`config.mk`:
```
export PLATFORM = sky130hd
export DESIGN_NAME = radar_blip_box_plotter
export DESIGN_NICKNAME = d
export VERILOG_FILES = /design/src/rbbp_pkg.sv /design/src/radar_blip_box_plotter.sv /design/src/rbbp_ctrl.sv /design/src/rbbp_dp.sv
export SDC_FILE = /design/constraint.sdc
export NUM_CORES = 1
export LEC_CHECK = 0
export CAP_MARGIN = 10
export CORE_AREA = 4 4 272 274
export CTS_CLUSTER_SIZE = 14
export DETAILED_ROUTE_END_ITERATION = 8
export DIE_AREA = 0 0 276 278
export DONT_BUFFER_PORTS = 1
export HOLD_SLACK_MARGIN = 0.1
export PLACE_DENSITY_LB_ADDON = 0.08
export SETUP_SLACK_MARGIN = 0.4
export SLEW_MARGIN = 20
export SYNTH_ARGS = -nofsm -noshare
export SYNTH_HDL_FRONTEND = slang
export SYNTH_SLANG_ARGS = --single-unit
export TNS_END_PERCENT = 10
```
`constraint.sdc`:
```
create_clock -name aclk -period 9.95 [get_ports aclk]
set_clock_uncertainty 0.1 [all_clocks]
set_input_delay 1.99 -clock aclk [delete_from_list [all_inputs] [get_ports aclk]]
set_output_delay 1.99 -clock aclk [all_outputs]
set_load 0.05 [all_outputs]
```
`src/rbbp_pkg.sv`:
```
// Shared types, constants and the quarter-wave sine table of the radar blip box plotter.
// Used by rbbp_ctrl, rbbp_dp and radar_blip_box_plotter; depends on nothing else.
package rbbp_pkg;

    // Default geometry, handed to the top level as parameter defaults
    localparam int BOX_HALF_DEF      = 4;
    localparam int ORIGIN_X_DEF      = 160;
    localparam int ORIGIN_Y_DEF      = 200;
    localparam int SCREEN_WIDTH_DEF  = 320;
    localparam int SCREEN_HEIGHT_DEF = 240;
    localparam int RANGE_SCALE_DEF   = 4;

    // Field widths
    localparam int ANGLE_W = 8;
    localparam int RANGE_W = 8;
    localparam int COLOR_W = 16;
    localparam int ADDR_W  = 32;

    localparam int S_TDATA_W = ANGLE_W + RANGE_W + COLOR_W;
    localparam int M_TDATA_W = ADDR_W + COLOR_W;

    // Signed screen coordinate: center up to 511 plus an offset up to 2040
    localparam int COORD_W  = 13;
    localparam int UCOORD_W = COORD_W - 1;

    // Q1.15 magnitudes, 1.0 held as 32768
    localparam int MAG_W     = 17;
    localparam int Q_FRAC    = 15;
    localparam int ROM_IDX_W = 7;
    localparam int RS_W      = 11;            // range times scale, up to 255 * 8
    localparam int PROD_W    = RS_W + MAG_W;

    localparam int ROW_SHIFT_MAX = 10;
    localparam int SHIFT_W       = 4;

    localparam logic [ANGLE_W-1:0]   ANGLE_MAX  = 8'd180;
    localparam logic [ANGLE_W-1:0]   ANGLE_QUAD = 8'd90;
    localparam logic [ROM_IDX_W-1:0] ROM_LAST   = 7'd90;

    // Configuration register indexes
    localparam int CFG_IDX_W  = 2;
    localparam int CFG_DATA_W = 32;
    localparam logic [CFG_IDX_W-1:0] CFG_FRAME_BASE = 2'd0;
    localparam logic [CFG_IDX_W-1:0] CFG_HALF_RES   = 2'd1;
    localparam logic [CFG_IDX_W-1:0] CFG_BYTE_COLOR = 2'd2;

    typedef enum logic [2:0] {
        ST_IDLE,
        ST_LOOKUP,
        ST_MUL_X,
        ST_MUL_Y,
        ST_PLACE,
        ST_RUN
    } state_t;

    typedef struct packed {
        logic load_in;
        logic lookup;
        logic mul_x;
        logic mul_y;
        logic place;
        logic emit;
    } cmd_t;

    typedef struct packed {
        logic hit;
        logic out_free;
        logic at_last;
    } status_t;

    // round(32768 * sin(k deg)), k = 0..90
    localparam logic [MAG_W-1:0] SINE_ROM [0:90] = '{
        17'd0,     17'd572,   17'd1144,  17'd1715,  17'd2286,
        17'd2856,  17'd3425,  17'd3993,  17'd4560,  17'd5126,
        17'd5690,  17'd6252,  17'd6813,  17'd7371,  17'd7927,
        17'd8481,  17'd9032,  17'd9580,  17'd10126, 17'd10668,
        17'd11207, 17'd11743, 17'd12275, 17'd12803, 17'd13328,
        17'd13848, 17'd14365, 17'd14876, 17'd15384, 17'd15886,
        17'd16384, 17'd16877, 17'd17364, 17'd17847, 17'd18324,
        17'd18795, 17'd19261, 17'd19720, 17'd20174, 17'd20622,
        17'd21063, 17'd21498, 17'd21926, 17'd22348, 17'd22763,
        17'd23170, 17'd23571, 17'd23965, 17'd24351, 17'd24730,
        17'd25102, 17'd25466, 17'd25822, 17'd26170, 17'd26510,
        17'd26842, 17'd27166, 17'd27482, 17'd27789, 17'd28088,
        17'd28378, 17'd28660, 17'd28932, 17'd29197, 17'd29452,
        17'd29698, 17'd29935, 17'd30163, 17'd30382, 17'd30592,
        17'd30792, 17'd30983, 17'd31164, 17'd31336, 17'd31499,
        17'd31651, 17'd31795, 17'd31928, 17'd32052, 17'd32166,
        17'd32270, 17'd32365, 17'd32449, 17'd32524, 17'd32588,
        17'd32643, 17'd32688, 17'd32723, 17'd32748, 17'd32763,
        17'd32768
    };

    function automatic logic [MAG_W-1:0] sine_q15(input logic [ROM_IDX_W-1:0] k);
        logic [MAG_W-1:0] v;
        v = '0;
        if (k <= ROM_LAST) begin
            v = SINE_ROM[k];
        end
        return v;
    endfunction

endpackage

```
`src/radar_blip_box_plotter.sv`:
```
// Top level of the radar blip box plotter: ties the sequencer to the datapath.
// Depends on rbbp_pkg, rbbp_ctrl and rbbp_dp.
//
//   channel | direction | handshake                     | payload
//   --------+-----------+-------------------------------+------------------------------------
//   s_      | in        | s_tvalid / s_tready           | s_tdata: angle, range, color
//   m_      | out       | m_tvalid / m_tready           | m_tdata: address, color; m_tlast
//   cfg_    | in        | cfg_wr_en (no back-pressure)  | cfg_index, cfg_wdata
//
// An echo goes through accept, sine lookup, two passes through the shared offset multiplier,
// box placement, then N pixel beats (N up to 64), one beat per cycle unless m_tready stalls.
// An echo off screen or with a bearing above 180 leaves with no beats.
// Reset is synchronous, active low; it clears the sequencer, output valid and config.
// A stall on m_tready holds the raster walk; the next echo is taken while the final
// beat still waits in the output register.
module radar_blip_box_plotter #(
    parameter int BOX_HALF      = rbbp_pkg::BOX_HALF_DEF,
    parameter int ORIGIN_X      = rbbp_pkg::ORIGIN_X_DEF,
    parameter int ORIGIN_Y      = rbbp_pkg::ORIGIN_Y_DEF,
    parameter int SCREEN_WIDTH  = rbbp_pkg::SCREEN_WIDTH_DEF,
    parameter int SCREEN_HEIGHT = rbbp_pkg::SCREEN_HEIGHT_DEF,
    parameter int RANGE_SCALE   = rbbp_pkg::RANGE_SCALE_DEF
) (
    input  logic                            aclk,
    input  logic                            aresetn,
    input  logic                            s_tvalid,
    output logic                            s_tready,
    input  logic [rbbp_pkg::S_TDATA_W-1:0]  s_tdata,   // angle_deg, range_units, blip_color
    output logic                            m_tvalid,
    input  logic                            m_tready,
    output logic [rbbp_pkg::M_TDATA_W-1:0]  m_tdata,   // pixel_address, write color
    output logic                            m_tlast,
    input  logic                            cfg_wr_en,
    input  logic [rbbp_pkg::CFG_IDX_W-1:0]  cfg_index,
    input  logic [rbbp_pkg::CFG_DATA_W-1:0] cfg_wdata
);

    rbbp_pkg::cmd_t    cmd;
    rbbp_pkg::status_t status;

    rbbp_ctrl u_ctrl (
        .aclk     (aclk),
        .aresetn  (aresetn),
        .s_tvalid (s_tvalid),
        .s_tready (s_tready),
        .status   (status),
        .cmd      (cmd)
    );

    rbbp_dp #(
        .BOX_HALF      (BOX_HALF),
        .ORIGIN_X      (ORIGIN_X),
        .ORIGIN_Y      (ORIGIN_Y),
        .SCREEN_WIDTH  (SCREEN_WIDTH),
        .SCREEN_HEIGHT (SCREEN_HEIGHT),
        .RANGE_SCALE   (RANGE_SCALE)
    ) u_dp (
        .aclk      (aclk),
        .aresetn   (aresetn),
        .s_tdata   (s_tdata),
        .m_tvalid  (m_tvalid),
        .m_tready  (m_tready),
        .m_tdata   (m_tdata),
        .m_tlast   (m_tlast),
        .cfg_wr_en (cfg_wr_en),
        .cfg_index (cfg_index),
        .cfg_wdata (cfg_wdata),
        .cmd       (cmd),
        .status    (status)
    );

    // an accepted echo blocks the input until its work is done
    a_busy_after_accept: assert property (@(posedge aclk) disable iff (!aresetn)
        (s_tvalid && s_tready) |=> !s_tready)
        else $error("input ready right after an accepted echo");

    // a beat that is not the last one means the echo is still being walked
    a_mid_beat_busy: assert property (@(posedge aclk) disable iff (!aresetn)
        (m_tvalid && !m_tlast) |-> !s_tready)
        else $error("input ready while an echo is unfinished");

    // at most one datapath command per cycle
    a_one_cmd: assert property (@(posedge aclk) disable iff (!aresetn)
        $onehot0(cmd))
        else $error("datapath commands overlap");

    // the final beat of an echo returns the sequencer to idle
    a_last_to_idle: assert property (@(posedge aclk) disable iff (!aresetn)
        (cmd.emit && status.at_last) |=> s_tready)
        else $error("sequencer not idle after the final beat");

endmodule

```
`src/rbbp_ctrl.sv`:
```
// Sequencer of the radar blip box plotter: walks one echo through lookup, the two
// offset multiplies, box placement and the pixel raster. Depends on rbbp_pkg.
module rbbp_ctrl (
    input  logic             aclk,
    input  logic             aresetn,
    input  logic             s_tvalid,
    output logic             s_tready,
    input  rbbp_pkg::status_t status,
    output rbbp_pkg::cmd_t    cmd
);

    rbbp_pkg::state_t state_reg;
    rbbp_pkg::state_t state_next;

    always_ff @(posedge aclk) begin
        if (!aresetn) begin
            state_reg <= rbbp_pkg::ST_IDLE;
        end else begin
            state_reg <= state_next;
        end
    end

    always_comb begin
        state_next = state_reg;
        case (state_reg)
            rbbp_pkg::ST_IDLE: begin
                if (s_tvalid) begin
                    state_next = rbbp_pkg::ST_LOOKUP;
                end
            end
            rbbp_pkg::ST_LOOKUP: state_next = rbbp_pkg::ST_MUL_X;
            rbbp_pkg::ST_MUL_X:  state_next = rbbp_pkg::ST_MUL_Y;
            rbbp_pkg::ST_MUL_Y:  state_next = rbbp_pkg::ST_PLACE;
            rbbp_pkg::ST_PLACE: begin
                // drop echoes that miss the screen or carry a bad bearing
                state_next = status.hit ? rbbp_pkg::ST_RUN : rbbp_pkg::ST_IDLE;
            end
            rbbp_pkg::ST_RUN: begin
                if (status.out_free && status.at_last) begin
                    state_next = rbbp_pkg::ST_IDLE;
                end
            end
            default: state_next = rbbp_pkg::ST_IDLE;
        endcase
    end

    always_comb begin
        cmd      = '0;
        s_tready = 1'b0;
        case (state_reg)
            rbbp_pkg::ST_IDLE: begin
                s_tready    = 1'b1;
                cmd.load_in = s_tvalid;
            end
            rbbp_pkg::ST_LOOKUP: cmd.lookup = 1'b1;
            rbbp_pkg::ST_MUL_X:  cmd.mul_x  = 1'b1;
            rbbp_pkg::ST_MUL_Y:  cmd.mul_y  = 1'b1;
            rbbp_pkg::ST_PLACE:  cmd.place  = 1'b1;
            rbbp_pkg::ST_RUN:    cmd.emit   = status.out_free;
            default: cmd = '0;
        endcase
    end

endmodule

```
`src/rbbp_dp.sv`:
```
// Datapath of the radar blip box plotter: config registers, sine lookup, shared
// offset multiplier, box clipping, raster counters and output register. Uses rbbp_pkg.
module rbbp_dp #(
    parameter int BOX_HALF      = rbbp_pkg::BOX_HALF_DEF,
    parameter int ORIGIN_X      = rbbp_pkg::ORIGIN_X_DEF,
    parameter int ORIGIN_Y      = rbbp_pkg::ORIGIN_Y_DEF,
    parameter int SCREEN_WIDTH  = rbbp_pkg::SCREEN_WIDTH_DEF,
    parameter int SCREEN_HEIGHT = rbbp_pkg::SCREEN_HEIGHT_DEF,
    parameter int RANGE_SCALE   = rbbp_pkg::RANGE_SCALE_DEF
) (
    input  logic                              aclk,
    input  logic                              aresetn,
    input  logic [rbbp_pkg::S_TDATA_W-1:0]    s_tdata,
    output logic                              m_tvalid,
    input  logic                              m_tready,
    output logic [rbbp_pkg::M_TDATA_W-1:0]    m_tdata,
    output logic                              m_tlast,
    input  logic                              cfg_wr_en,
    input  logic [rbbp_pkg::CFG_IDX_W-1:0]    cfg_index,
    input  logic [rbbp_pkg::CFG_DATA_W-1:0]   cfg_wdata,
    input  rbbp_pkg::cmd_t                    cmd,
    output rbbp_pkg::status_t                 status
);

    localparam int CW  = rbbp_pkg::COORD_W;
    localparam int UW  = rbbp_pkg::UCOORD_W;
    localparam int AW  = rbbp_pkg::ADDR_W;
    localparam int MW  = rbbp_pkg::MAG_W;
    localparam int PW  = rbbp_pkg::PROD_W;

    localparam logic signed [CW-1:0] CX_S   = CW'(ORIGIN_X);
    localparam logic signed [CW-1:0] CY_S   = CW'(ORIGIN_Y);
    localparam logic signed [CW-1:0] W_S    = CW'(SCREEN_WIDTH);
    localparam logic signed [CW-1:0] H_S    = CW'(SCREEN_HEIGHT);
    localparam logic signed [CW-1:0] XMAX_S = CW'(SCREEN_WIDTH - 1);
    localparam logic signed [CW-1:0] YMAX_S = CW'(SCREEN_HEIGHT - 1);
    localparam logic signed [CW-1:0] BH_S   = CW'(BOX_HALF);
    localparam logic signed [CW-1:0] BHM1_S = CW'(BOX_HALF - 1);
    localparam logic [rbbp_pkg::RS_W-1:0] SCALE_U = rbbp_pkg::RS_W'(RANGE_SCALE);

    // configuration
    logic [AW-1:0] base_reg;
    logic          half_res_reg;
    logic          byte_col_reg;

    // echo payload
    logic [rbbp_pkg::ANGLE_W-1:0] angle_reg;
    logic [rbbp_pkg::RANGE_W-1:0] range_reg;
    logic [rbbp_pkg::COLOR_W-1:0] color_reg;

    logic [MW-1:0]        sin_mag_reg;
    logic [MW-1:0]        cos_mag_reg;
    logic                 cos_neg_reg;
    logic                 angle_ok_reg;
    logic signed [CW-1:0] x_reg;
    logic signed [CW-1:0] y_reg;

    logic [UW-1:0] c1_reg;
    logic [UW-1:0] c2_reg;
    logic [UW-1:0] r2_reg;
    logic [UW-1:0] row_reg;
    logic [UW-1:0] col_reg;

    logic [AW-1:0]                out_addr_reg;
    logic [rbbp_pkg::COLOR_W-1:0] out_color_reg;
    logic                         out_last_reg;
    logic                         out_valid_reg;

    // sine/cosine lookup
    logic                         in_lo;
    logic [rbbp_pkg::ANGLE_W-1:0] sin_idx;
    logic [rbbp_pkg::ANGLE_W-1:0] cos_idx;

    assign in_lo   = angle_reg <= rbbp_pkg::ANGLE_QUAD;
    assign sin_idx = in_lo ? angle_reg : rbbp_pkg::ANGLE_MAX - angle_reg;
    assign cos_idx = in_lo ? rbbp_pkg::ANGLE_QUAD - angle_reg
                           : angle_reg - rbbp_pkg::ANGLE_QUAD;

    // shared offset multiplier
    logic [rbbp_pkg::RS_W-1:0] range_scaled;
    logic [MW-1:0]             mag_sel;
    logic [PW-1:0]             prod;
    logic signed [CW-1:0]      off_s;

    assign range_scaled = rbbp_pkg::RS_W'(rbbp_pkg::RS_W'(range_reg) * SCALE_U);
    assign mag_sel      = cmd.mul_x ? cos_mag_reg : sin_mag_reg;
    assign prod         = PW'(range_scaled) * PW'(mag_sel);
    assign off_s        = signed'({1'b0, prod[rbbp_pkg::Q_FRAC +: UW]});

    // box placement and clipping
    logic                 on_screen;
    logic signed [CW-1:0] x_lo, x_hi, y_lo, y_hi;
    logic signed [CW-1:0] x_lo_c, x_hi_c, y_lo_c, y_hi_c;
    logic [1:0]           xs;
    logic                 ys;
    logic [rbbp_pkg::SHIFT_W-1:0] stride;

    assign on_screen = (x_reg >= 0) && (x_reg < W_S) && (y_reg >= 0) && (y_reg < H_S);
    assign x_lo   = x_reg - BH_S;
    assign x_hi   = x_reg + BHM1_S;
    assign y_lo   = y_reg - BH_S;
    assign y_hi   = y_reg + BHM1_S;
    assign x_lo_c = (x_lo < 0) ? '0 : x_lo;
    assign y_lo_c = (y_lo < 0) ? '0 : y_lo;
    assign x_hi_c = (x_hi > XMAX_S) ? XMAX_S : x_hi;
    assign y_hi_c = (y_hi > YMAX_S) ? YMAX_S : y_hi;
    assign xs     = {1'b0, half_res_reg} + {1'b0, byte_col_reg};
    assign ys     = half_res_reg;
    assign stride = rbbp_pkg::SHIFT_W'(rbbp_pkg::ROW_SHIFT_MAX) - {2'b00, xs};

    logic [AW-1:0] pix_addr;
    assign pix_addr = base_reg + (AW'(row_reg) << stride) + (AW'(col_reg) << 1);

    always_ff @(posedge aclk) begin
        if (!aresetn) begin
            base_reg     <= '0;
            half_res_reg <= 1'b0;
            byte_col_reg <= 1'b0;
        end else if (cfg_wr_en) begin
            case (cfg_index)
                rbbp_pkg::CFG_FRAME_BASE: base_reg     <= cfg_wdata;
                rbbp_pkg::CFG_HALF_RES:   half_res_reg <= cfg_wdata[0];
                rbbp_pkg::CFG_BYTE_COLOR: byte_col_reg <= cfg_wdata[0];
                default: ;
            endcase
        end
    end

    always_ff @(posedge aclk) begin
        if (cmd.load_in) begin
            angle_reg <= s_tdata[rbbp_pkg::ANGLE_W-1:0];
            range_reg <= s_tdata[rbbp_pkg::ANGLE_W +: rbbp_pkg::RANGE_W];
            color_reg <= s_tdata[rbbp_pkg::ANGLE_W + rbbp_pkg::RANGE_W +: rbbp_pkg::COLOR_W];
        end
        if (cmd.lookup) begin
            sin_mag_reg  <= rbbp_pkg::sine_q15(sin_idx[rbbp_pkg::ROM_IDX_W-1:0]);
            cos_mag_reg  <= rbbp_pkg::sine_q15(cos_idx[rbbp_pkg::ROM_IDX_W-1:0]);
            cos_neg_reg  <= !in_lo;
            angle_ok_reg <= angle_reg <= rbbp_pkg::ANGLE_MAX;
        end
        if (cmd.mul_x) begin
            x_reg <= cos_neg_reg ? CX_S - off_s : CX_S + off_s;
        end
        if (cmd.mul_y) begin
            y_reg <= CY_S - off_s;
        end
        if (cmd.place) begin
            c1_reg  <= x_lo_c[UW-1:0] >> xs;
            c2_reg  <= x_hi_c[UW-1:0] >> xs;
            r2_reg  <= y_hi_c[UW-1:0] >> ys;
            row_reg <= y_lo_c[UW-1:0] >> ys;
            col_reg <= x_lo_c[UW-1:0] >> xs;
        end else if (cmd.emit) begin
            // advance column, wrap to the next row at the right edge
            if (col_reg == c2_reg) begin
                col_reg <= c1_reg;
                row_reg <= row_reg + 1'b1;
            end else begin
                col_reg <= col_reg + 1'b1;
            end
        end
        if (cmd.emit) begin
            out_addr_reg  <= pix_addr;
            out_color_reg <= color_reg;
            out_last_reg  <= status.at_last;
        end
    end

    always_ff @(posedge aclk) begin
        if (!aresetn) begin
            out_valid_reg <= 1'b0;
        end else if (cmd.emit) begin
            out_valid_reg <= 1'b1;
        end else if (m_tready) begin
            out_valid_reg <= 1'b0;
        end
    end

    assign status.hit      = angle_ok_reg && on_screen;
    assign status.out_free = !out_valid_reg || m_tready;
    assign status.at_last  = (row_reg == r2_reg) && (col_reg == c2_reg);

    assign m_tvalid = out_valid_reg;
    assign m_tdata  = {out_color_reg, out_addr_reg};
    assign m_tlast  = out_last_reg;

endmodule

```
=== After elaboration in Yosys (flattened, before gate mapping) ===
Memories as Yosys holds them, arrays and structs flattened. A register that Yosys moved wholly into a read port is not among the register bits.
Cells that the tools add are included.
W data, S select, Z words.

* Register bits after elaboration: 207
* ROM bits: 4352
* Output and inout bits: 51
* Logic and storage cells: 117
* Memories kept: 2

* $add $sub $neg: 16
* $mul: 1
* $lt $le $gt $ge: 12
* Equal/unequal tests: 11
* Shifts and indexed selects: 5
* Multiplexer cells: 27
* Bitwise gates (word level): 2
* Reduce and logical (&&, ||, !) cells: 21

{| class="wikitable"
|+ Memories
! memory !! depth !! bits a word !! rd ports !! clocked after memory_dff !! wr ports !! line !! source
|-
| (name not given) || 128 || 17 || 1 || 1 || 0 || rbbp_pkg.sv:98 || <nowiki>v = SINE_ROM[k];</nowiki>
|-
| (name not given) || 128 || 17 || 1 || 1 || 0 || rbbp_pkg.sv:98 ||
|}

{| class="wikitable"
|+ Operators with widths
! operator !! number
|-
| $mux W12 || 10
|-
| $add A32 B13 Y32 || 1
|-
| $add A32 B32 Y32 || 1
|-
| $shl A12 B4 Y32 || 1
|-
| $add A13 B3 Y13 const B || 2
|-
| $ge A13 B1 Y1 const B || 2
|-
| $lt A13 B1 Y1 const B || 2
|-
| $sub A13 B4 Y13 const B || 2
|-
| $sub A8 B12 Y13 const A || 2
|-
| $mul A8 B17 Y25 || 1
|-
| $add A12 B1 Y12 const B || 2
|-
| $eq A12 B12 Y1 || 2
|-
| $shr A12 B1 Y12 || 2
|-
| $shr A12 B2 Y12 || 2
|-
| $pmux W3 S6 || 1
|-
| $mux W17 || 1
|-
| $not A7 Y8 || 2
|-
| $le A7 B7 Y1 const B || 2
|-
| $mux W7 || 2
|-
| $add A8 B12 Y13 const A || 1
|-
| $gt A13 B10 Y1 const B || 1
|-
| $gt A13 B9 Y1 const B || 1
|-
| $lt A13 B10 Y1 const B || 1
|-
| $lt A13 B9 Y1 const B || 1
|-
| 24 further kinds || 50
|}

=== Logic depth before layout (Yosys ltp) ===
* Word-level depth: 7
* Mapped depth: 29
* Depth with buffers taken out: 26

=== Modules after synthesis ===
From an unflattened synthesis, not the netlist that was laid out.

* Cells, all modules: 2452
* Area, all modules: 21774.6 um^2

{| class="wikitable"
|+ By module, submodules not included
! module !! times used !! cells an instance !! area each (um^2) !! seq. area each (um^2)
|-
| rbbp_dp || 1 || 2428 || 21511.9 || 6736.5
|-
| rbbp_ctrl || 1 || 24 || 262.8 || 60.1
|}

=== Worst setup path before layout ===
No wires, ideal clock.

* Kind: reg-to-reg
* Start: register u_ctrl.state_reg[2]
* End: register u_dp.x_reg[10] (data pin)
* Arrival time: 6879 ps
* Data required time: 9585 ps
* Setup slack: 2705 ps
* Cell stages (with the launch flop): 25
* Cells stage by stage: dfxtp_1 > buf_2 > nor3b_2 > buf_6 > clkbuf_1 > mux2i_1 > nor2b_1 > fa_1 > fa_1 > fa_1 > inv_1 > fa_1 > inv_1 > ha_1 > a21oi_1 > o21ai_0 > a21oi_1 > a21oi_2 > or3_4 > a221o_1 > a221o_1 > and2_4 > o21ai_4 > a211oi_1 > or3_1

* Longest elaborated chain between the ends: 6
* Elaborated cells between the ends (all ways): 7

{| class="wikitable"
|+ Ends and longest elaborated chain
! what !! line !! source
|-
| from (decl) || rbbp_ctrl.sv:12 || <nowiki>rbbp_pkg::state_t state_reg;</nowiki>
|-
| from (signal assigned) || rbbp_ctrl.sv:17 || <nowiki>state_reg <= rbbp_pkg::ST_IDLE;</nowiki>
|-
| from (signal assigned) || rbbp_ctrl.sv:19 || <nowiki>state_reg <= state_next;</nowiki>
|-
| $eq A3 B2 Y1 (*) || rbbp_ctrl.sv:50 || <nowiki>case (state_reg)</nowiki>
|-
| $mux W1 (*) || rbbp_ctrl.sv:50 ||
|-
| $mux W17 (*) || rbbp_dp.sv:86 || <nowiki>assign mag_sel = cmd.mul_x ? cos_mag_reg : sin_mag_reg;</nowiki>
|-
| $mul A8 B17 Y25 (*) || rbbp_dp.sv:87 || <nowiki>assign prod = PW'(range_scaled) * PW'(mag_sel);</nowiki>
|-
| $add A8 B12 Y13 / $sub A8 B12 Y13 (equally long branches) || rbbp_dp.sv:142 || <nowiki>x_reg <= cos_neg_reg ? CX_S - off_s : CX_S + off_s;</nowiki>
|-
| $mux W13 (*) || rbbp_dp.sv:142 ||
|-
| to (signal assigned) || rbbp_dp.sv:142 ||
|-
| to (decl) || rbbp_dp.sv:55 || <nowiki>logic signed [CW-1:0] x_reg;</nowiki>
|}

Every way passes the cells marked *; elsewhere a longest branch is shown, timed or not.
A chain may end at the register's enable or synchronous reset.

=== Worst setup path in the final report ===
* Start: register u_ctrl.state_reg[1]
* End: register u_dp.x_reg[10] (data pin)

Same word-level chain as after synthesis.

==> out/qor.yml <==
synth_area_leaders: "edfxtp_1, fa_1, ha_1, nand2_1, xnor2_1"
maxSlewViolCount: 0
fin_crit_sh_pct: 78.1
clock.fmax_mhz: 129
grt_pass1_vias: 17800
yosysSeqAreaShare_pct: 31.8
crit_cells: 24
avgRoutedWirePerCell_um: 19.8
met2_length_um: 30800
initial_core_util_pct: 29.9
ir_drop_mv: 0.303
whs_ns: 0.317
ant_nets: 0
rr_worst_depth: 24
setup.worst_path.end: "u_dp.x_reg[10]"
clk_path_buf_depth: 3
required_ns: 10.12
grtUsageTotal_pct: 16.9
dp_cells: 3283
rsz0062_at_grt: "false"
setup_viol: 0
p_sw_uw: 3730
die_x_um: 276
p_clk_share_pct: 16.5
internal_power_uw: 4140
dr.max_layer_used: "met5"
cts-hold-fix-buffers: 0
worstPathMaxFanout: 18
port_buffers: 0
core_um2: 71400
drc_errors: 0
cts-root-buf: "clkbuf_16"
run_status: "finished, final reports clean"
drt_iter0_drc: 1274
firstDrtPassIters: 5
r2r_slack_ns: 2.17
grt.overflow.total: 0
cp_data_arrival_time_ns: 7.95
gp_congestion: 0.860
clock-sinks: 239
n_antenna_cell: 0
critPathLaunch: "u_ctrl.state_reg[1]"
p_sw_share_pct: 47.4
synth_top_area_share_pct: 28.3
fin_total_pwr_uw: 7870
grt_pass1_wl_um: 105000
p_seq_share_pct: 20.0
pwr_density_cell_nw_per_um2: 334
r2r_start: "u_ctrl.state_reg[1]"
routed_wl_um: 66400
ys.flop_type: "edfxtp_1"
cts.htree.levels: 2
synthCells: 2449
hpwl_um: 48500
antenna_found_initial: 1
cp_top_family: "adder cells"
synth_seq_cells: 239
maxCapViolCount: 0
critPathBufInv: 5
synth_edf_count: 201
finalSetupTns_ns: 0
io_pins: 122
syn_avg_cell_area_um2: 8.71
cts_setup_buffers: 0
grt_max_degree: 74
synth.largest_area_cell: "edfxtp_1"
chipHeight_um: 278
slowest_stage: "nor3b_4"
post_synth_instance_area_um2: 21300
cts_resized: 0
critPathCaptureType: "flop"
start_kind: "flop"
relSlewSlack_pct: 33.7
worstHoldPathType: "reg2reg"
drive_gt1_share_pct: 6.43
pwr-share-comb_pct: 63.4
cts_tree: "built"
cts_buffers: 34
ys_warn_count: 0
fin_cells: 3345
die_area_um2: 76700
routed_via_density: 5.23
synthDistinctLibCells: 85
post-route-util_pct: 33.0
synthToLayoutAreaGrowth_pct: 10.2
tightest_slew_ns: 0.990
vias: 17500
timing.rr.end: "u_dp.x_reg[10]"
period_minus_slack_ns: 7.78
cts.reportedPaths.clkPinSlew_ns: 0.06
crit_chain: "nor3b_4 > buf_4 > mux2_2 > and2_1 > fa_1 > inv_1 > fa_1 > inv_1 > fa_1 > inv_1 > fa_1 > inv_1 > ha_1 > nand2_1 > and2_1 > nand2b_1 > a21oi_1 > nand2_1 > o31ai_2 > o21bai_1 > xor2_1 > nor2_1 > mux2_2 > or3_1"
hold_violations: 0
max_stage_delay_ns: 0.78
layout.nets: 2653
drt-met1-wl_um: 30900
p_leak_uw: 0.00901
std_cell_rows: 98
synthArstFlopShare_pct: 0
routed-wl-met3_um: 3090
clk_latency_ns: 0.54
crit_type: "reg2reg"
## cells in the mapped netlist, types with 21 or more instances
| master | n |
|---|---|
| clkbuf_1 | 130 |
| o211ai_1 | 29 |
| ha_1 | 120 |
| and2_1 | 40 |
| inv_1 | 160 |
| a21oi_1 | 152 |
| nand2_1 | 310 |
| dfxtp_1 | 38 |
| nor2_1 | 180 |
| xnor2_1 | 101 |
| fa_1 | 93 |
| nand2b_1 | 31 |
| nor3_1 | 42 |
| nand3_1 | 52 |
| o31ai_1 | 23 |
| xor2_1 | 60 |
| a31oi_1 | 21 |
| mux2i_1 | 34 |
| nor2b_1 | 83 |
| a21boi_0 | 39 |
| a211oi_1 | 31 |
| edfxtp_1 | 201 |
| o21ai_0 | 156 |
| o22ai_1 | 31 |
## placed cells by master, fill, tap and decap left out, types with 56 or more instances in the layout
cell type,n
fa_1,93
nor2b_1,82
nor2_1,180
edfxtp_1,201
inv_1,159
nand2_1,310
xor2_1,56
xnor2_1,95
a21oi_1,151
ha_1,119
o21ai_0,156
## power by group through the flow
stage	registers, uW	logic [uW]	clock network [uW]
2_1_floorplan	1490	3710	0
3_3_place_gp	1600	5100	0
3_5_place_dp	1600	5050	0
4_1_cts	1580	5070	1360
5_1_grt	1600	5650	1390
6_report	1580	4990	1300
## worst reg2reg max path, stage by stage (launching register included)
cell,delay (ns)
dfxtp_1,0.45
nor3b_4,0.78
buf_4,0.41
mux2_2,0.45
and2_1,0.20
fa_1,0.50
inv_1,0.06
fa_1,0.54
inv_1,0.06
fa_1,0.53
inv_1,0.05
fa_1,0.53
inv_1,0.05
ha_1,0.33
nand2_1,0.13
and2_1,0.22
nand2b_1,0.11
a21oi_1,0.27
nand2_1,0.10
o31ai_2,0.26
o21bai_1,0.14
xor2_1,0.50
nor2_1,0.11
mux2_2,0.28
or3_1,0.35
## cells by family (layout without fill, tap and decap cells)
family                     Yosys count  after routing  synth area share, %
and+or+nand+nor                    822            822                 18.0
other                                1              6               0.0176
xor gates and xnor gates           162            162                 6.68
muxes                               48             48                 2.39
DFF                                239            239                 31.8
buffers and inverters              321            262                 5.73
adders and majority gates          213            213                 15.8
AOI/OAI and AO/OA                  643            643                 19.6
## worst min path at each step
stage                       start                endpoint  slack [ns]  cells past startpoint
3_3_place_gp    u_dp.color_reg[2]   u_dp.out_color_reg[2]        0.30                      0
6_report        u_dp.color_reg[3]   u_dp.out_color_reg[3]        0.32                      0
2_1_floorplan   u_dp.color_reg[0]   u_dp.out_color_reg[0]        0.30                      0
3_5_place_dp    u_dp.color_reg[1]   u_dp.out_color_reg[1]        0.30                      0
5_1_grt        u_dp.color_reg[14]  u_dp.out_color_reg[14]        0.32                      0
4_1_cts        u_dp.color_reg[14]  u_dp.out_color_reg[14]        0.32                      0
## metal layers
metal	GRT usage (%)	vias up
li1	-	8473
met1	22.9	8515
met2	28.3	429
met3	2.57	83
met4	4.39	2
met5	0	-
## layout make-up
type / instances / area, um^2
sequential: 239 / 6800
fill: 7499 / 47800
clock buffer: 39 / 891
tap: 950 / 1190
multi-input combinational: 1894 / 13500
timing repair buffer: 36 / 270
clock inverter: 23 / 297
inverter: 164 / 616
## stage by stage
| stage | worst slack [ns] | instance area, um^2 |
|---|---|---|
| 2_1_floorplan | 2.71 | 21400 |
| 3_3_place_gp | 2.36 | 22300 |
| 3_5_place_dp | 2.21 | 22300 |
| 4_1_cts | 2.19 | 23500 |
| 5_1_grt | 1.78 | 23500 |
| 6_report | 2.17 | 23500 |
No activity file was read; power rests on OpenSTA's default activity.
